[config.mk]
export PLATFORM = sky130hd
export DESIGN_NAME = sorted_window_trimmed_mean_normalizer
export DESIGN_NICKNAME = d
export VERILOG_FILES = /design/src/hw/rtl/swtm_pkg.sv /design/src/hw/rtl/swtm_sorter.sv /design/src/hw/rtl/swtm_divider.sv /design/src/hw/rtl/sorted_window_trimmed_mean_normalizer.sv
export SDC_FILE = /design/constraint.sdc
export NUM_CORES = 1
export LEC_CHECK = 0
export ABC_AREA = 1
export BUFFER_PORTS_ARGS = -buffer_cell sky130_fd_sc_hd__buf_2
export CORE_MARGIN = 2
export CORE_UTILIZATION = 58
export CTS_CLUSTER_DIAMETER = 100
export DETAILED_ROUTE_END_ITERATION = 16
export PLACE_DENSITY = 0.75
export SETUP_SLACK_MARGIN = 0.4
export SLEW_MARGIN = 20
export SYNTH_ARGS = -nofsm -noshare
export SYNTH_HDL_FRONTEND = slang
export SYNTH_SLANG_ARGS = --single-unit
[constraint.sdc]
create_clock -name clk -period 6.1 [get_ports clk]
set_input_delay 1.22 -clock clk [delete_from_list [all_inputs] [get_ports clk]]
set_output_delay 1.22 -clock clk [all_outputs]
set_load 0.005 [all_outputs]
[src/hw/rtl/swtm_pkg.sv]
// Shared constants, types and state codes for the trimmed-mean normalizer.
package swtm_pkg;

	// Window and field geometry
	localparam int WINDOW    = 20;
	localparam int NUM_CH    = 5;
	localparam int SAMPLE_W  = 8;
	localparam int CH_W      = 3;
	localparam int SCALE_W   = 8;
	localparam int CFG_IDX_W = 3;

	// Selection by repeated maximum extraction
	localparam int MID       = WINDOW / 2;
	localparam int NPASS     = WINDOW - MID + 2;
	localparam int KEEP_FROM = WINDOW - MID - 1;
	localparam int CYC_W     = $clog2(WINDOW);
	localparam int PASS_W    = $clog2(NPASS);
	localparam int SUM_W     = SAMPLE_W + 2;

	// Divide by three as multiply by reciprocal, exact for sums below 2047
	localparam int RECIP3    = 683;
	localparam int RECIP3_SH = 11;
	localparam int PROD_W    = 2 * SUM_W;

	// Scaling to percent of full scale
	localparam int LEVEL_GAIN = 100;
	localparam int DIVD_W     = SAMPLE_W + 7;
	localparam int DIVCNT_W   = $clog2(DIVD_W);

	localparam logic [SAMPLE_W-1:0] LEVEL_MAX = '1;

	typedef enum logic [2:0] {
		ST_FILL,
		ST_SORT,
		ST_MEAN,
		ST_SCALE,
		ST_DIV,
		ST_OUT
	} swtm_state_t;

	typedef struct packed {
		logic                load;
		logic                start;
		logic [SAMPLE_W-1:0] data;
	} swtm_sort_ctl_t;

	typedef struct packed {
		logic               start;
		logic [DIVD_W-1:0]  dividend;
		logic [SCALE_W-1:0] divisor;
	} swtm_div_ctl_t;

endpackage

[src/hw/rtl/swtm_sorter.sv]
// Sample ring with one shared compare/swap unit that picks the middle three values.
module swtm_sorter (
	input  logic                            clk,
	input  logic                            arst_n,
	input  swtm_pkg::swtm_sort_ctl_t        ctl,
	output logic                            done,
	output logic [swtm_pkg::SUM_W-1:0]      sum
);
	import swtm_pkg::*;

	logic [SAMPLE_W-1:0] ring_q [WINDOW];
	logic [SAMPLE_W-1:0] carry_q;
	logic [CYC_W-1:0]    cyc_q;
	logic [PASS_W-1:0]   pass_q;
	logic [SUM_W-1:0]    sum_q;
	logic                busy_q;
	logic                done_q;

	logic [SAMPLE_W-1:0] head;
	logic [SAMPLE_W-1:0] big;
	logic [SAMPLE_W-1:0] small_val;
	logic                head_gt;
	logic                pass_end;
	logic                last_pass;
	logic                keep;

	// Compare the ring head against the running maximum
	always_comb begin
		head      = ring_q[0];
		head_gt   = head > carry_q;
		big       = head_gt ? head : carry_q;
		small_val = head_gt ? carry_q : head;
		pass_end  = cyc_q == CYC_W'(WINDOW - 1);
		last_pass = pass_q == PASS_W'(NPASS - 1);
		keep      = pass_q >= PASS_W'(KEEP_FROM);
	end

	// Rotate the ring: new samples while loading, the smaller value while sorting
	always_ff @(posedge clk) begin
		if (ctl.load || busy_q) begin
			for (int i = 0; i < WINDOW - 1; i++) begin
				ring_q[i] <= ring_q[i + 1];
			end
			ring_q[WINDOW - 1] <= busy_q ? small_val : ctl.data;
		end
	end

	// Pass sequencer: each pass pulls out the largest remaining value
	always_ff @(posedge clk or negedge arst_n) begin
		if (!arst_n) begin
			busy_q  <= 1'b0;
			done_q  <= 1'b0;
			cyc_q   <= '0;
			pass_q  <= '0;
			sum_q   <= '0;
			carry_q <= '0;
		end else begin
			done_q <= 1'b0;
			if (ctl.start) begin
				busy_q  <= 1'b1;
				cyc_q   <= '0;
				pass_q  <= '0;
				sum_q   <= '0;
				carry_q <= '0;
			end else if (busy_q) begin
				if (pass_end) begin
					// Drop a zero into the ring in place of the extracted maximum
					carry_q <= '0;
					cyc_q   <= '0;
					if (keep) begin
						sum_q <= sum_q + SUM_W'(big);
					end
					if (last_pass) begin
						busy_q <= 1'b0;
						done_q <= 1'b1;
					end else begin
						pass_q <= pass_q + 1'b1;
					end
				end else begin
					carry_q <= big;
					cyc_q   <= cyc_q + 1'b1;
				end
			end
		end
	end

	assign done = done_q;
	assign sum  = sum_q;

endmodule

[src/hw/rtl/swtm_divider.sv]
// Restoring divider, one quotient bit per cycle.
module swtm_divider (
	input  logic                             clk,
	input  logic                             arst_n,
	input  swtm_pkg::swtm_div_ctl_t          ctl,
	output logic                             done,
	output logic [swtm_pkg::DIVD_W-1:0]      quotient
);
	import swtm_pkg::*;

	logic [SCALE_W-1:0]  rem_q;
	logic [SCALE_W-1:0]  div_q;
	logic [DIVD_W-1:0]   quo_q;
	logic [DIVCNT_W-1:0] cnt_q;
	logic                busy_q;
	logic                done_q;

	logic [SCALE_W:0]    trial;
	logic [SCALE_W:0]    diff;
	logic                fits;

	// Trial subtract of the divisor from the shifted partial remainder
	always_comb begin
		trial = {rem_q, quo_q[DIVD_W-1]};
		diff  = trial - {1'b0, div_q};
		fits  = trial >= {1'b0, div_q};
	end

	always_ff @(posedge clk or negedge arst_n) begin
		if (!arst_n) begin
			busy_q <= 1'b0;
			done_q <= 1'b0;
			cnt_q  <= '0;
			rem_q  <= '0;
			div_q  <= '0;
			quo_q  <= '0;
		end else begin
			done_q <= 1'b0;
			if (ctl.start) begin
				busy_q <= 1'b1;
				cnt_q  <= '0;
				rem_q  <= '0;
				div_q  <= ctl.divisor;
				quo_q  <= ctl.dividend;
			end else if (busy_q) begin
				rem_q <= fits ? diff[SCALE_W-1:0] : trial[SCALE_W-1:0];
				quo_q <= {quo_q[DIVD_W-2:0], fits};
				if (cnt_q == DIVCNT_W'(DIVD_W - 1)) begin
					busy_q <= 1'b0;
					done_q <= 1'b1;
				end else begin
					cnt_q <= cnt_q + 1'b1;
				end
			end
		end
	end

	assign done     = done_q;
	assign quotient = quo_q;

endmodule

[src/hw/rtl/sorted_window_trimmed_mean_normalizer.sv]
// Top level: window fill, sequencer, scale registers and output register.
//
// Usage:
//   Samples enter on the s_axis channel, one per cycle while s_axis_tready is
//   high; the channel of the first sample of a window sets the window's
//   channel. After WINDOW (20) samples the block drops s_axis_tready and
//   selects the three middle sorted values with one compare unit over a ring
//   of registers, in NPASS (12) passes. Two multiplies form the mean (divide
//   by three) and 100 x mean, then a setup state and the bit-serial divider
//   give the level (the divider is skipped when the scale is zero).
//   s_axis_tready stays low until the result moves into the output register.
//   Results leave on m_axis from an output register. A stalled receiver holds
//   the result; the next window fills meanwhile and waits for the register
//   only when its own result is ready.
//   The cfg channel is always ready; cfg_index 0..4 selects a scale register,
//   other indexes are ignored. Write it only while the block is idle.
//   Reset clears the window fill, sets every scale to 255 and empties the
//   output register.
module sorted_window_trimmed_mean_normalizer (
	input  logic        clk,
	input  logic        arst_n,
	input  logic        s_axis_tvalid,
	output logic        s_axis_tready,
	input  logic [7:0]  s_axis_tdata,   // [7:0] sample
	input  logic [2:0]  s_axis_tuser,   // [2:0] channel
	output logic        m_axis_tvalid,
	input  logic        m_axis_tready,
	output logic [23:0] m_axis_tdata,   // [7:0] level, [15:8] trimmed_mean, [16] saturated
	output logic [2:0]  m_axis_tuser,   // [2:0] out_channel
	input  logic        cfg_valid,
	output logic        cfg_ready,
	input  logic [2:0]  cfg_index,
	input  logic [7:0]  cfg_data
);
	import swtm_pkg::*;

	swtm_state_t         state_q, state_d;
	swtm_sort_ctl_t      sort_ctl;
	swtm_div_ctl_t       div_ctl;

	logic [SCALE_W-1:0]  scale_q [NUM_CH];
	logic [CYC_W-1:0]    fill_q;
	logic [CH_W-1:0]     win_ch_q;
	logic [PROD_W-1:0]   prod_q;
	logic [SAMPLE_W-1:0] mean_q;
	logic [DIVD_W-1:0]   dividend_q;
	logic [SAMPLE_W-1:0] res_level_q;
	logic                res_sat_q;

	logic                m_valid_q;
	logic [SAMPLE_W-1:0] out_level_q;
	logic [SAMPLE_W-1:0] out_mean_q;
	logic                out_sat_q;
	logic [CH_W-1:0]     out_ch_q;

	logic                in_acc;
	logic                last_sample;
	logic                sort_done;
	logic [SUM_W-1:0]    sort_sum;
	logic                div_done;
	logic [DIVD_W-1:0]   div_quo;
	logic [SAMPLE_W-1:0] mean_c;
	logic [SCALE_W-1:0]  win_scale;
	logic                out_free;

	swtm_sorter u_sorter (
		.clk    (clk),
		.arst_n (arst_n),
		.ctl    (sort_ctl),
		.done   (sort_done),
		.sum    (sort_sum)
	);

	swtm_divider u_divider (
		.clk      (clk),
		.arst_n   (arst_n),
		.ctl      (div_ctl),
		.done     (div_done),
		.quotient (div_quo)
	);

	// Handshake and datapath helpers
	always_comb begin
		s_axis_tready = state_q == ST_FILL;
		cfg_ready     = 1'b1;
		in_acc        = s_axis_tvalid && s_axis_tready;
		last_sample   = fill_q == CYC_W'(WINDOW - 1);
		mean_c        = prod_q[RECIP3_SH +: SAMPLE_W];
		win_scale     = (win_ch_q < CH_W'(NUM_CH)) ? scale_q[win_ch_q] : '0;
		out_free      = !m_valid_q || m_axis_tready;
	end

	// Sequencer: next state and unit commands
	always_comb begin
		state_d           = state_q;
		sort_ctl.load     = in_acc;
		sort_ctl.start    = 1'b0;
		sort_ctl.data     = s_axis_tdata;
		div_ctl.start     = 1'b0;
		div_ctl.dividend  = dividend_q;
		div_ctl.divisor   = win_scale;
		case (state_q)
			ST_FILL: begin
				if (in_acc && last_sample) begin
					sort_ctl.start = 1'b1;
					state_d        = ST_SORT;
				end
			end
			ST_SORT: begin
				if (sort_done) begin
					state_d = ST_MEAN;
				end
			end
			ST_MEAN: begin
				state_d = ST_SCALE;
			end
			ST_SCALE: begin
				if (win_scale == '0) begin
					state_d = ST_OUT;
				end else begin
					div_ctl.start = 1'b1;
					state_d       = ST_DIV;
				end
			end
			ST_DIV: begin
				if (div_done) begin
					state_d = ST_OUT;
				end
			end
			ST_OUT: begin
				if (out_free) begin
					state_d = ST_FILL;
				end
			end
			default: begin
				state_d = ST_FILL;
			end
		endcase
	end

	always_ff @(posedge clk or negedge arst_n) begin
		if (!arst_n) begin
			state_q <= ST_FILL;
		end else begin
			state_q <= state_d;
		end
	end

	// Scale registers
	always_ff @(posedge clk or negedge arst_n) begin
		if (!arst_n) begin
			for (int i = 0; i < NUM_CH; i++) begin
				scale_q[i] <= '1;
			end
		end else if (cfg_valid && cfg_ready && (cfg_index < CFG_IDX_W'(NUM_CH))) begin
			scale_q[cfg_index] <= cfg_data;
		end
	end

	// Window fill count and window channel
	always_ff @(posedge clk or negedge arst_n) begin
		if (!arst_n) begin
			fill_q   <= '0;
			win_ch_q <= '0;
		end else if (in_acc) begin
			if (fill_q == '0) begin
				win_ch_q <= s_axis_tuser;
			end
			fill_q <= last_sample ? '0 : fill_q + 1'b1;
		end
	end

	// Mean, scaled dividend and level
	always_ff @(posedge clk) begin
		if (state_q == ST_SORT && sort_done) begin
			prod_q <= PROD_W'(sort_sum) * PROD_W'(RECIP3);
		end
		if (state_q == ST_MEAN) begin
			mean_q     <= mean_c;
			dividend_q <= DIVD_W'(mean_c) * DIVD_W'(LEVEL_GAIN);
		end
		if (state_q == ST_SCALE && win_scale == '0) begin
			res_level_q <= LEVEL_MAX;
			res_sat_q   <= 1'b1;
		end
		if (state_q == ST_DIV && div_done) begin
			if (div_quo[DIVD_W-1:SAMPLE_W] != '0) begin
				res_level_q <= LEVEL_MAX;
				res_sat_q   <= 1'b1;
			end else begin
				res_level_q <= div_quo[SAMPLE_W-1:0];
				res_sat_q   <= 1'b0;
			end
		end
	end

	// Output register: load a finished result, hold it while the receiver stalls
	always_ff @(posedge clk or negedge arst_n) begin
		if (!arst_n) begin
			m_valid_q <= 1'b0;
		end else if (state_q == ST_OUT && out_free) begin
			m_valid_q <= 1'b1;
		end else if (m_axis_tready) begin
			m_valid_q <= 1'b0;
		end
	end

	always_ff @(posedge clk) begin
		if (state_q == ST_OUT && out_free) begin
			out_level_q <= res_level_q;
			out_mean_q  <= mean_q;
			out_sat_q   <= res_sat_q;
			out_ch_q    <= win_ch_q;
		end
	end

	assign m_axis_tvalid = m_valid_q;
	assign m_axis_tdata  = {7'b0, out_sat_q, out_mean_q, out_level_q};
	assign m_axis_tuser  = out_ch_q;

endmodule

=== Word-level counts from Yosys, hierarchy flattened ===
Memory sizes are Yosys's and may differ from the RTL's.
Index checks and enable logic that the tools add are counted.
W data, S select, Z words.

* Input port bits: 27
* Memories: 1
* Memory bits (read-only): 0
* Flip-flop bits (word level): 187
* Logic and storage cells: 157
* Output and inout bits: 30
* Latch bits: 0
* Bits in writable memories: 160

{| class="wikitable"
|+ Memory list
! name !! depth !! bits a word !! read ports !! clocked after memory_dff !! wr ports !! RTL line !! text
|-
| u_sorter.ring_q || 20 || 8 || 20 || 0 || 20 || swtm_sorter.sv:11 || <nowiki>logic [SAMPLE_W-1:0] ring_q [WINDOW];</nowiki>
|}

* Add/subtract/negate cells: 6
* $lt $le $gt $ge: 8
* Shifts and indexed selects: 0
* Divide/modulo/power cells: 0
* Equality and inequality tests: 15
* $mul: 2
* Bitwise operators: 2
* Multiplexer cells: 67
* Reductions and logical operators: 26

{| class="wikitable"
|+ Operators with widths
! cell !! number
|-
| $mux W8 || 16
|-
| $bwmux W40 || 1
|-
| $mux W10 || 4
|-
| $mux W15 || 2
|-
| $mux W4 || 7
|-
| $mux W1 || 26
|-
| $bmux W8 S3 || 1
|-
| $demux W8 S3 || 1
|-
| $mux W5 || 4
|-
| $mul A10 B10 Y19 const B || 1
|-
| $pmux W3 S6 || 1
|-
| $mul A8 B5 Y13 const B || 1
|-
| $ge A4 B4 Y1 const B || 3
|-
| $mux W3 || 4
|-
| $reduce_bool A2 Y1 || 6
|-
| $add A10 B8 Y10 || 1
|-
| $add A5 B1 Y5 const B || 2
|-
| $eq A5 B5 Y1 const B || 2
|-
| $ge A9 B8 Y1 || 1
|-
| $add A4 B1 Y4 const B || 2
|-
| $eq A4 B4 Y1 const B || 2
|-
| $gt A8 B8 Y1 || 1
|-
| $logic_and A1 B1 Y1 || 8
|-
| $logic_not A8 Y1 || 1
|-
| 17 further kinds || 28
|}

=== Depth between registers and ports, before layout ===
Gate-level depths: netlist of the first run.

* Depth after elaboration: 10
* Gate-level depth with buffers: 22
* Depth with buffers taken out: 21

=== By module ===
Synthesis of the first run repeated with hierarchy kept, for this count alone.

* Cell total of the unflattened synthesis: 1,476
* Area, all modules: 16,228.1 um^2

{| class="wikitable"
|+ By module, submodules not included
! module !! instances !! seq. area each (um^2) !! cells an instance !! area each (um^2)
|-
| swtm_sorter || 1 || 5,530.3 || 480 || 7,090.6
|-
| sorted_window_trimmed_mean_normalizer || 1 || 3,002.9 || 736 || 7,020.5
|-
| swtm_divider || 1 || 925.9 || 260 || 2,117.0
|}

=== Worst setup path before layout of the first run ===
No wires, ideal clock.

* Path type: input to register
* Start point: in s_axis_tvalid
* End point: mem u_sorter.ring_q[0][0] (enable)
* Required time: 5,574 ps
* Setup slack: 641 ps
* Arrival time: 4,933 ps
* Setup time: 526 ps
* Buffers on the path: 0
* Cell stages on the path: 4
* Cell sequence: inv_1 > nor2_2 > inv_1 > nand2_1

{| class="wikitable"
|+ RTL lines
! item !! RTL line !! text
|-
| start: declaration || sorted_window_trimmed_mean_normalizer.sv:22 || <nowiki>input logic s_axis_tvalid,</nowiki>
|-
| end: declaration || swtm_sorter.sv:11 ||
|}

=== Worst setup path in the final report of the first run ===
* Start point: reg u_sorter.sum_q[4] (netlist: u_sorter.sum[4])
* End point: reg prod_q[18], data pin

* Longest elaborated chain between the ends: 1

{| class="wikitable"
|+ Ends and longest elaborated chain
! item !! RTL line !! text
|-
| start: declaration || swtm_sorter.sv:15 || <nowiki>logic [SUM_W-1:0] sum_q;</nowiki>
|-
| start signal: assignment || swtm_sorter.sv:71 || <nowiki>sum_q <= sum_q + SUM_W'(big);</nowiki>
|-
| $mul A10 B10 Y19 || sorted_window_trimmed_mean_normalizer.sv:176 || <nowiki>prod_q <= PROD_W'(sort_sum) * PROD_W'(RECIP3);</nowiki>
|-
| end signal: assignment || sorted_window_trimmed_mean_normalizer.sv:176 ||
|-
| end: declaration || sorted_window_trimmed_mean_normalizer.sv:44 || <nowiki>logic [PROD_W-1:0] prod_q;</nowiki>
|}

Every way passes these cells.
A chain may end at the register's enable or synchronous reset.

==> results of run 1 <==
[layout make-up]
type	instances	area share
timing repair buffer	52	0.01708
multi-input combinational	873	0.3142
sequential	333	0.5426
clock inverter	11	0.006388
inverter	180	0.03890
tap	341	0.02447
clock buffer	50	0.05634
[registers in the layout, summed over array words and instances, names as in the netlist, 4 cells and up]
signal and flops:
res_level_q 8, u_sorter.carry_q 8, scale_q 40, u_divider.div_q 8, u_sorter.cyc_q 5, u_sorter.sum 10, u_divider.cnt_q 4, u_divider.rem_q 8
out_mean_q 8, mean_q 8, u_sorter.pass_q 4, fill_q 5, out_level_q 8, u_divider.quotient 15, dividend_q 10, prod_q 8
u_sorter.ring_q 160
[power by group through the flow]
stage	Clock, mW	Sequential, mW	Combinational [mW]
after global placement	0	3.23	3.26
after floorplan	0	3.12	2.70
after detailed placement	0	3.24	3.37
final	2.03	3.21	3.40
after CTS	2.07	3.21	3.40
after global routing	2.16	3.26	3.91
[Yosys cell counts, drive strengths merged, types with 5 or more instances]
| library cell | instances | share of area |
|---|---|---|
| xor2 | 19 | 0.011 |
| a21o | 5 | 0.0024 |
| dfrtp | 78 | 0.12 |
| dfstp | 40 | 0.066 |
| nand4 | 9 | 0.0036 |
| nand2 | 296 | 0.070 |
| nand3 | 129 | 0.041 |
| o21ai | 103 | 0.033 |
| inv | 179 | 0.043 |
| edfxtp | 215 | 0.41 |
| clkbuf | 10 | 0.0024 |
| ha | 119 | 0.094 |
| a21oi | 51 | 0.017 |
| or2 | 8 | 0.0032 |
| fa | 26 | 0.033 |
| nor3 | 13 | 0.0044 |
| buf | 31 | 0.015 |
| xnor2 | 11 | 0.0061 |
| nor2 | 50 | 0.012 |
[per-layer routing]
| metal | part of all wire | wire length, µm | track usage |
|---|---|---|---|
| met1 | 0.47 | 13440 | 0.2972 |
| met2 | 0.47 | 13670 | 0.3320 |
| met4 | 0.026 | 735 | 0.06838 |
| met5 | 0 | 0 | 0 |
| met3 | 0.032 | 935 | 0.02542 |
[worst max-delay path: stages (launching register included)]
cell,delay (ps)
dfrtp_1,470
ha_1,350
inv_1,60
fa_1,490
fa_1,550
inv_1,60
fa_1,470
ha_1,320
ha_1,350
nand2_1,80
nor2_1,150
nand3_1,100
nand3_1,130
nand3_1,80
nand2_1,120
nand2_1,90
nand3b_1,80
nand2_1,50
[cells by family after synthesis]
family                     count (synthesis)  share of synthesized area
adders and majority gates                145                     0.1268
xor gates and xnor gates                  30                    0.01658
buffers and inverters                    221                    0.06040
other                                      2                  0.0004739
DFF                                      333                     0.5969
AOI/OAI and AO/OA                        180                    0.06183
and+or+nand+nor                          510                     0.1370
[final timing paths]
path / end / startpoint / slack, ps / depth (start not counted)
max: prod_q[18] / u_sorter.sum[4] / 1840 / 17
min: out_mean_q[6] / mean_q[6] / 400 / 0
max reg2reg: prod_q[18] / u_sorter.sum[4] / 1840 / 17
min reg2reg: out_mean_q[6] / mean_q[6] / 400 / 0
max in group asynchronous: u_sorter.sum[0] / arst_n / 4190 / 3
min in group asynchronous: win_ch_q[0] / arst_n / 690 / 1
==> impl_metrics.tcl, run 1 <==
set metrics [dict create \
    status "finished, final reports clean" \
    syn_inst 1421 \
    vdd_drop_max_uv 286.6 \
    startpoint_type "register" \
    cts_buffer_depth 3 \
    leakage_nw 8.161 \
    hold_buffers 0 \
    drc_errors 0 \
    finalSetupViolCount 0 \
    dr.pass1.iters 5 \
    routabilityCongestion 0.8769 \
    htreeDepth 2 \
    synth_edf_count 215 \
    num-nets-final 1647 \
    fmax_ghz 0.2345 \
    first_global_vias 9600 \
    placed_cell_area_um2 16310 \
    maxSlewViolCount 0 \
    drive_gt1_frac 0.1094 \
    slew-limit-headroom 0.4023 \
    drv_cap 0 \
    end_kind "register" \
    seq_area_um2 9459 \
    grt_pass1_wl_mm 47.26 \
    netSwitchingFraction 0.3717 \
    clkPwrFrac 0.235 \
    finalCritPeriodShare 0.6990 \
    core.rowCount 60 \
    period_needed_ps 4264 \
    drtIter0Drc 705 \
    ys_ff_latch 333 \
    required_ps 6350 \
    worst-endpoint-arrival_ps 4510 \
    vias 9898 \
    final_area_um2 17430 \
    cts.sinks 333 \
    finClkSkew_ps 23.50 \
    pwr_density_cell_nw_per_um2 495.7 \
    via_per_inst 5.379 \
    hold_class "reg2reg" \
    die_x_um 169.3 \
    rsz0062_at_grt "false" \
    post_cts_buffers 0 \
    tightest_slew_ps 896.5 \
    grtUsageTotal 0.2068 \
    worstSkewPairLatency_ps 510 \
    dp_hpwl_mm 19.54 \
    final_cell_mix "nand2_1 (293), edfxtp_1 (215), inv_1 (176)" \
    ys_warn_count 0 \
    layout.cells.non_filler 1840 \
    hold_viol 0 \
    avgSynthCellArea_um2 11.15 \
    overflow 0 \
    fillers 2041 \
    async_reset_ff_frac 0.3544 \
    crit_fanout 6 \
    setup_tns_ps 0 \
    whs_ps 404.5 \
    routed_wl_mm 28.78 \
    p_sw_mw 3.212 \
    preCtsSetupSlack_ps 1870 \
    seqPwrFrac 0.372 \
    dp.cells 1778 \
    combPwrFrac 0.393 \
    grt_antenna_before_repair 0 \
    core_area_um2 26880 \
    dieArea_um2 28660 \
    tritoncts "done" \
    ios 57 \
    syn_to_final_growth_pct 10.01 \
    final_common_cell "nand2_1" \
    ys_types 48 \
    multi_input_area_um2 5478 \
    ys_seq_area_frac 0.5969 \
    clk_pin_slew_worst_paths_ps 60 \
    grt_max_degree 160 \
    intPower_mw 5.430 \
    routedWlPerCell_um 15.64 \
    netlist_area_um2 15850 \
    cts_resized 0 \
    ys.flop_type "edfxtp_1" \
    cts_made_buffers 35 \
    antenna_left 0 \
    antennaDiodeCount 0 \
    io_buffers 48 \
    finalPower_mw 8.642 \
    utilization 0.6487 \
    start_util 0.5896 \
    fp.dieH_um 169.3 \
    fin_ws_ps 1836 \
    root_buffer "clkbuf_16" \
    crit_type "reg2reg" \
]
Power figures use the tool's default switching activity.
==> run 2: changes to the inputs <==
Settings changed: CORE_UTILIZATION 58 to 56, PLACE_DENSITY 0.75 to 0.76.
Clock period 6.1 ns to 3.67 ns, I/O delays scaled along.
==> impl_metrics.tcl, run 2 (synthesized netlist as in run 1, its figures left out) <==
set metrics [dict create \
    grt_pass1_wl_mm 48.60 \
    first_global_vias 10086 \
    syn_to_final_growth_pct 15.86 \
    grt_max_degree 80 \
    required_ps 3930 \
    drive_gt1_frac 0.1787 \
    overflow 0 \
    die_x_um 172.2 \
    finalPower_mw 16.44 \
    fin_ws_ps -258.2 \
    dr.pass1.iters 6 \
    combPwrFrac 0.460 \
    grt_antenna_before_repair 0 \
    rsz0062_at_grt "true" \
    whs_ps 302.8 \
    htreeDepth 2 \
    drc_errors 0 \
    hold_buffers 0 \
    final_common_cell "nand2_1" \
    largest-register "u_sorter.ring_q" \
    cts_buffer_depth 3 \
    routedWlPerCell_um 15.53 \
    maxSlewViolCount 0 \
    fmax_ghz 0.2546 \
    finalCritPeriodShare 1.070 \
    antennaDiodeCount 0 \
    routabilityCongestion 0.8619 \
    cts.sinks 333 \
    slew-limit-headroom 0.4490 \
    drtIter0Drc 911 \
    ios 57 \
    p_sw_mw 6.175 \
    core.rowCount 61 \
    antenna_left 0 \
    setup_tns_ps -1402 \
    netSwitchingFraction 0.3756 \
    clk_pin_slew_worst_paths_ps 60 \
    finalSetupViolCount 8 \
    crit_type "reg2reg" \
    routed_wl_mm 30.04 \
    end_kind "register" \
    via_per_inst 5.389 \
    root_buffer "clkbuf_16" \
    finClkSkew_ps 18.49 \
    violations "setup timing" \
    largest_register_ffs 160 \
    hold_class "in2async" \
    worstSkewPairLatency_ps 520 \
    core_area_um2 27860 \
    period_needed_ps 3928 \
    dieArea_um2 29660 \
    start_util 0.5688 \
    fp.dieH_um 172.2 \
    drv_cap 0 \
    worst-endpoint-arrival_ps 4190 \
    final_cell_mix "nand2_1 (286), edfxtp_1 (215), inv_1 (170)" \
    tightest_slew_ps 826.4 \
    tritoncts "done" \
    vdd_drop_max_uv 730.3 \
    leakage_nw 8.466 \
    intPower_mw 10.27 \
    pwr_density_cell_nw_per_um2 895.5 \
    status "complete, but fails checks" \
    num-nets-final 1702 \
    hold_viol 0 \
    crit_fanout 4 \
    seqPwrFrac 0.324 \
    vias 10422 \
    grtUsageTotal 0.2062 \
    startpoint_type "register" \
    dp_hpwl_mm 19.80 \
    clkPwrFrac 0.216 \
    cts_made_buffers 35 \
    io_buffers 48 \
]
run 2: cell types whose count changed in the layout (fill, tap and decap cells not counted), sizes merged:
cell / change
buf: +55
clkbuf: -5
clkinv: +4
bufinv: +2
clkinvlp: +1
run 2: timing repair:
item,in CTS,in global routing
pin swaps,11,20
setup buffers,5,9
hold endpoints to repair,0,0
resized for setup,17,34
setup endpoints to repair,13,14
run 2: stage by stage:
stage               instance area (µm²)  worst slack [ps]    util  instances
finish                            18360            -258.2  0.6591       1934
global route                      18360            -370.6  0.6591       1934
CTS                               18140            -209.9  0.6511       1925
detailed placement                16860            -247.4  0.6052       1857
global placement                  16860            -189.4  0.6052       1857
floorplan                         16030            -134.2       -       1427
run 2: layout make-up:
cell class | instances | area [µm²]
Clock inverter | 18 | 207.7
Fill cell | 2040 | 9498
Clock buffer | 45 | 943.4
Sequential cell | 333 | 9464
Multi-Input combinational cell | 873 | 5863
Tap cell | 378 | 473.0
Timing Repair Buffer | 107 | 730.7
Inverter | 180 | 678.2
run 2: final timing paths:
kind                       slack [ps]                endpoint  cells after the start                    from
hold / removal                    300      u_divider.rem_q[3]                      1                  arst_n
setup / recovery                 -260              prod_q[14]                     15         u_sorter.sum[4]
min in group clk                  420  u_sorter.ring_q[3][13]                      0  u_sorter.ring_q[3][21]
setup reg to reg                 -260              prod_q[14]                     15         u_sorter.sum[4]
hold reg to reg                   420  u_sorter.ring_q[3][13]                      0  u_sorter.ring_q[3][21]
max in group asynchronous        2530               fill_q[4]                      2                  arst_n
run 2: worst max-delay path: stages, from the launching register on:
cell     delay, ps
dfrtp_2        460
ha_4           290
inv_2           30
fa_1           460
fa_1           520
inv_2           50
fa_1           580
ha_4           220
ha_4           260
a21oi_2        140
o21a_1         150
nand3_2        100
nand3_2         80
nand2_2         70
buf_4          150
xor2_1         130
run 2: power groups by stage:
stage	sequential [mW]	combinational, mW	clock [mW]
floorplan	5.19	5.05	0
global placement	5.35	6.45	0
detailed placement	5.37	6.66	0
CTS	5.32	6.93	3.61
global route	5.41	8.48	3.76
finish	5.33	7.56	3.55
run 2: routing by layer:
layer	track usage	vias up	part of all wire
li1	-	5022	-
met1	0.2857	5064	0.44
met2	0.3442	279	0.49
met3	0.02815	57	0.045
met4	0.05882	0	0.021
met5	0	-	0
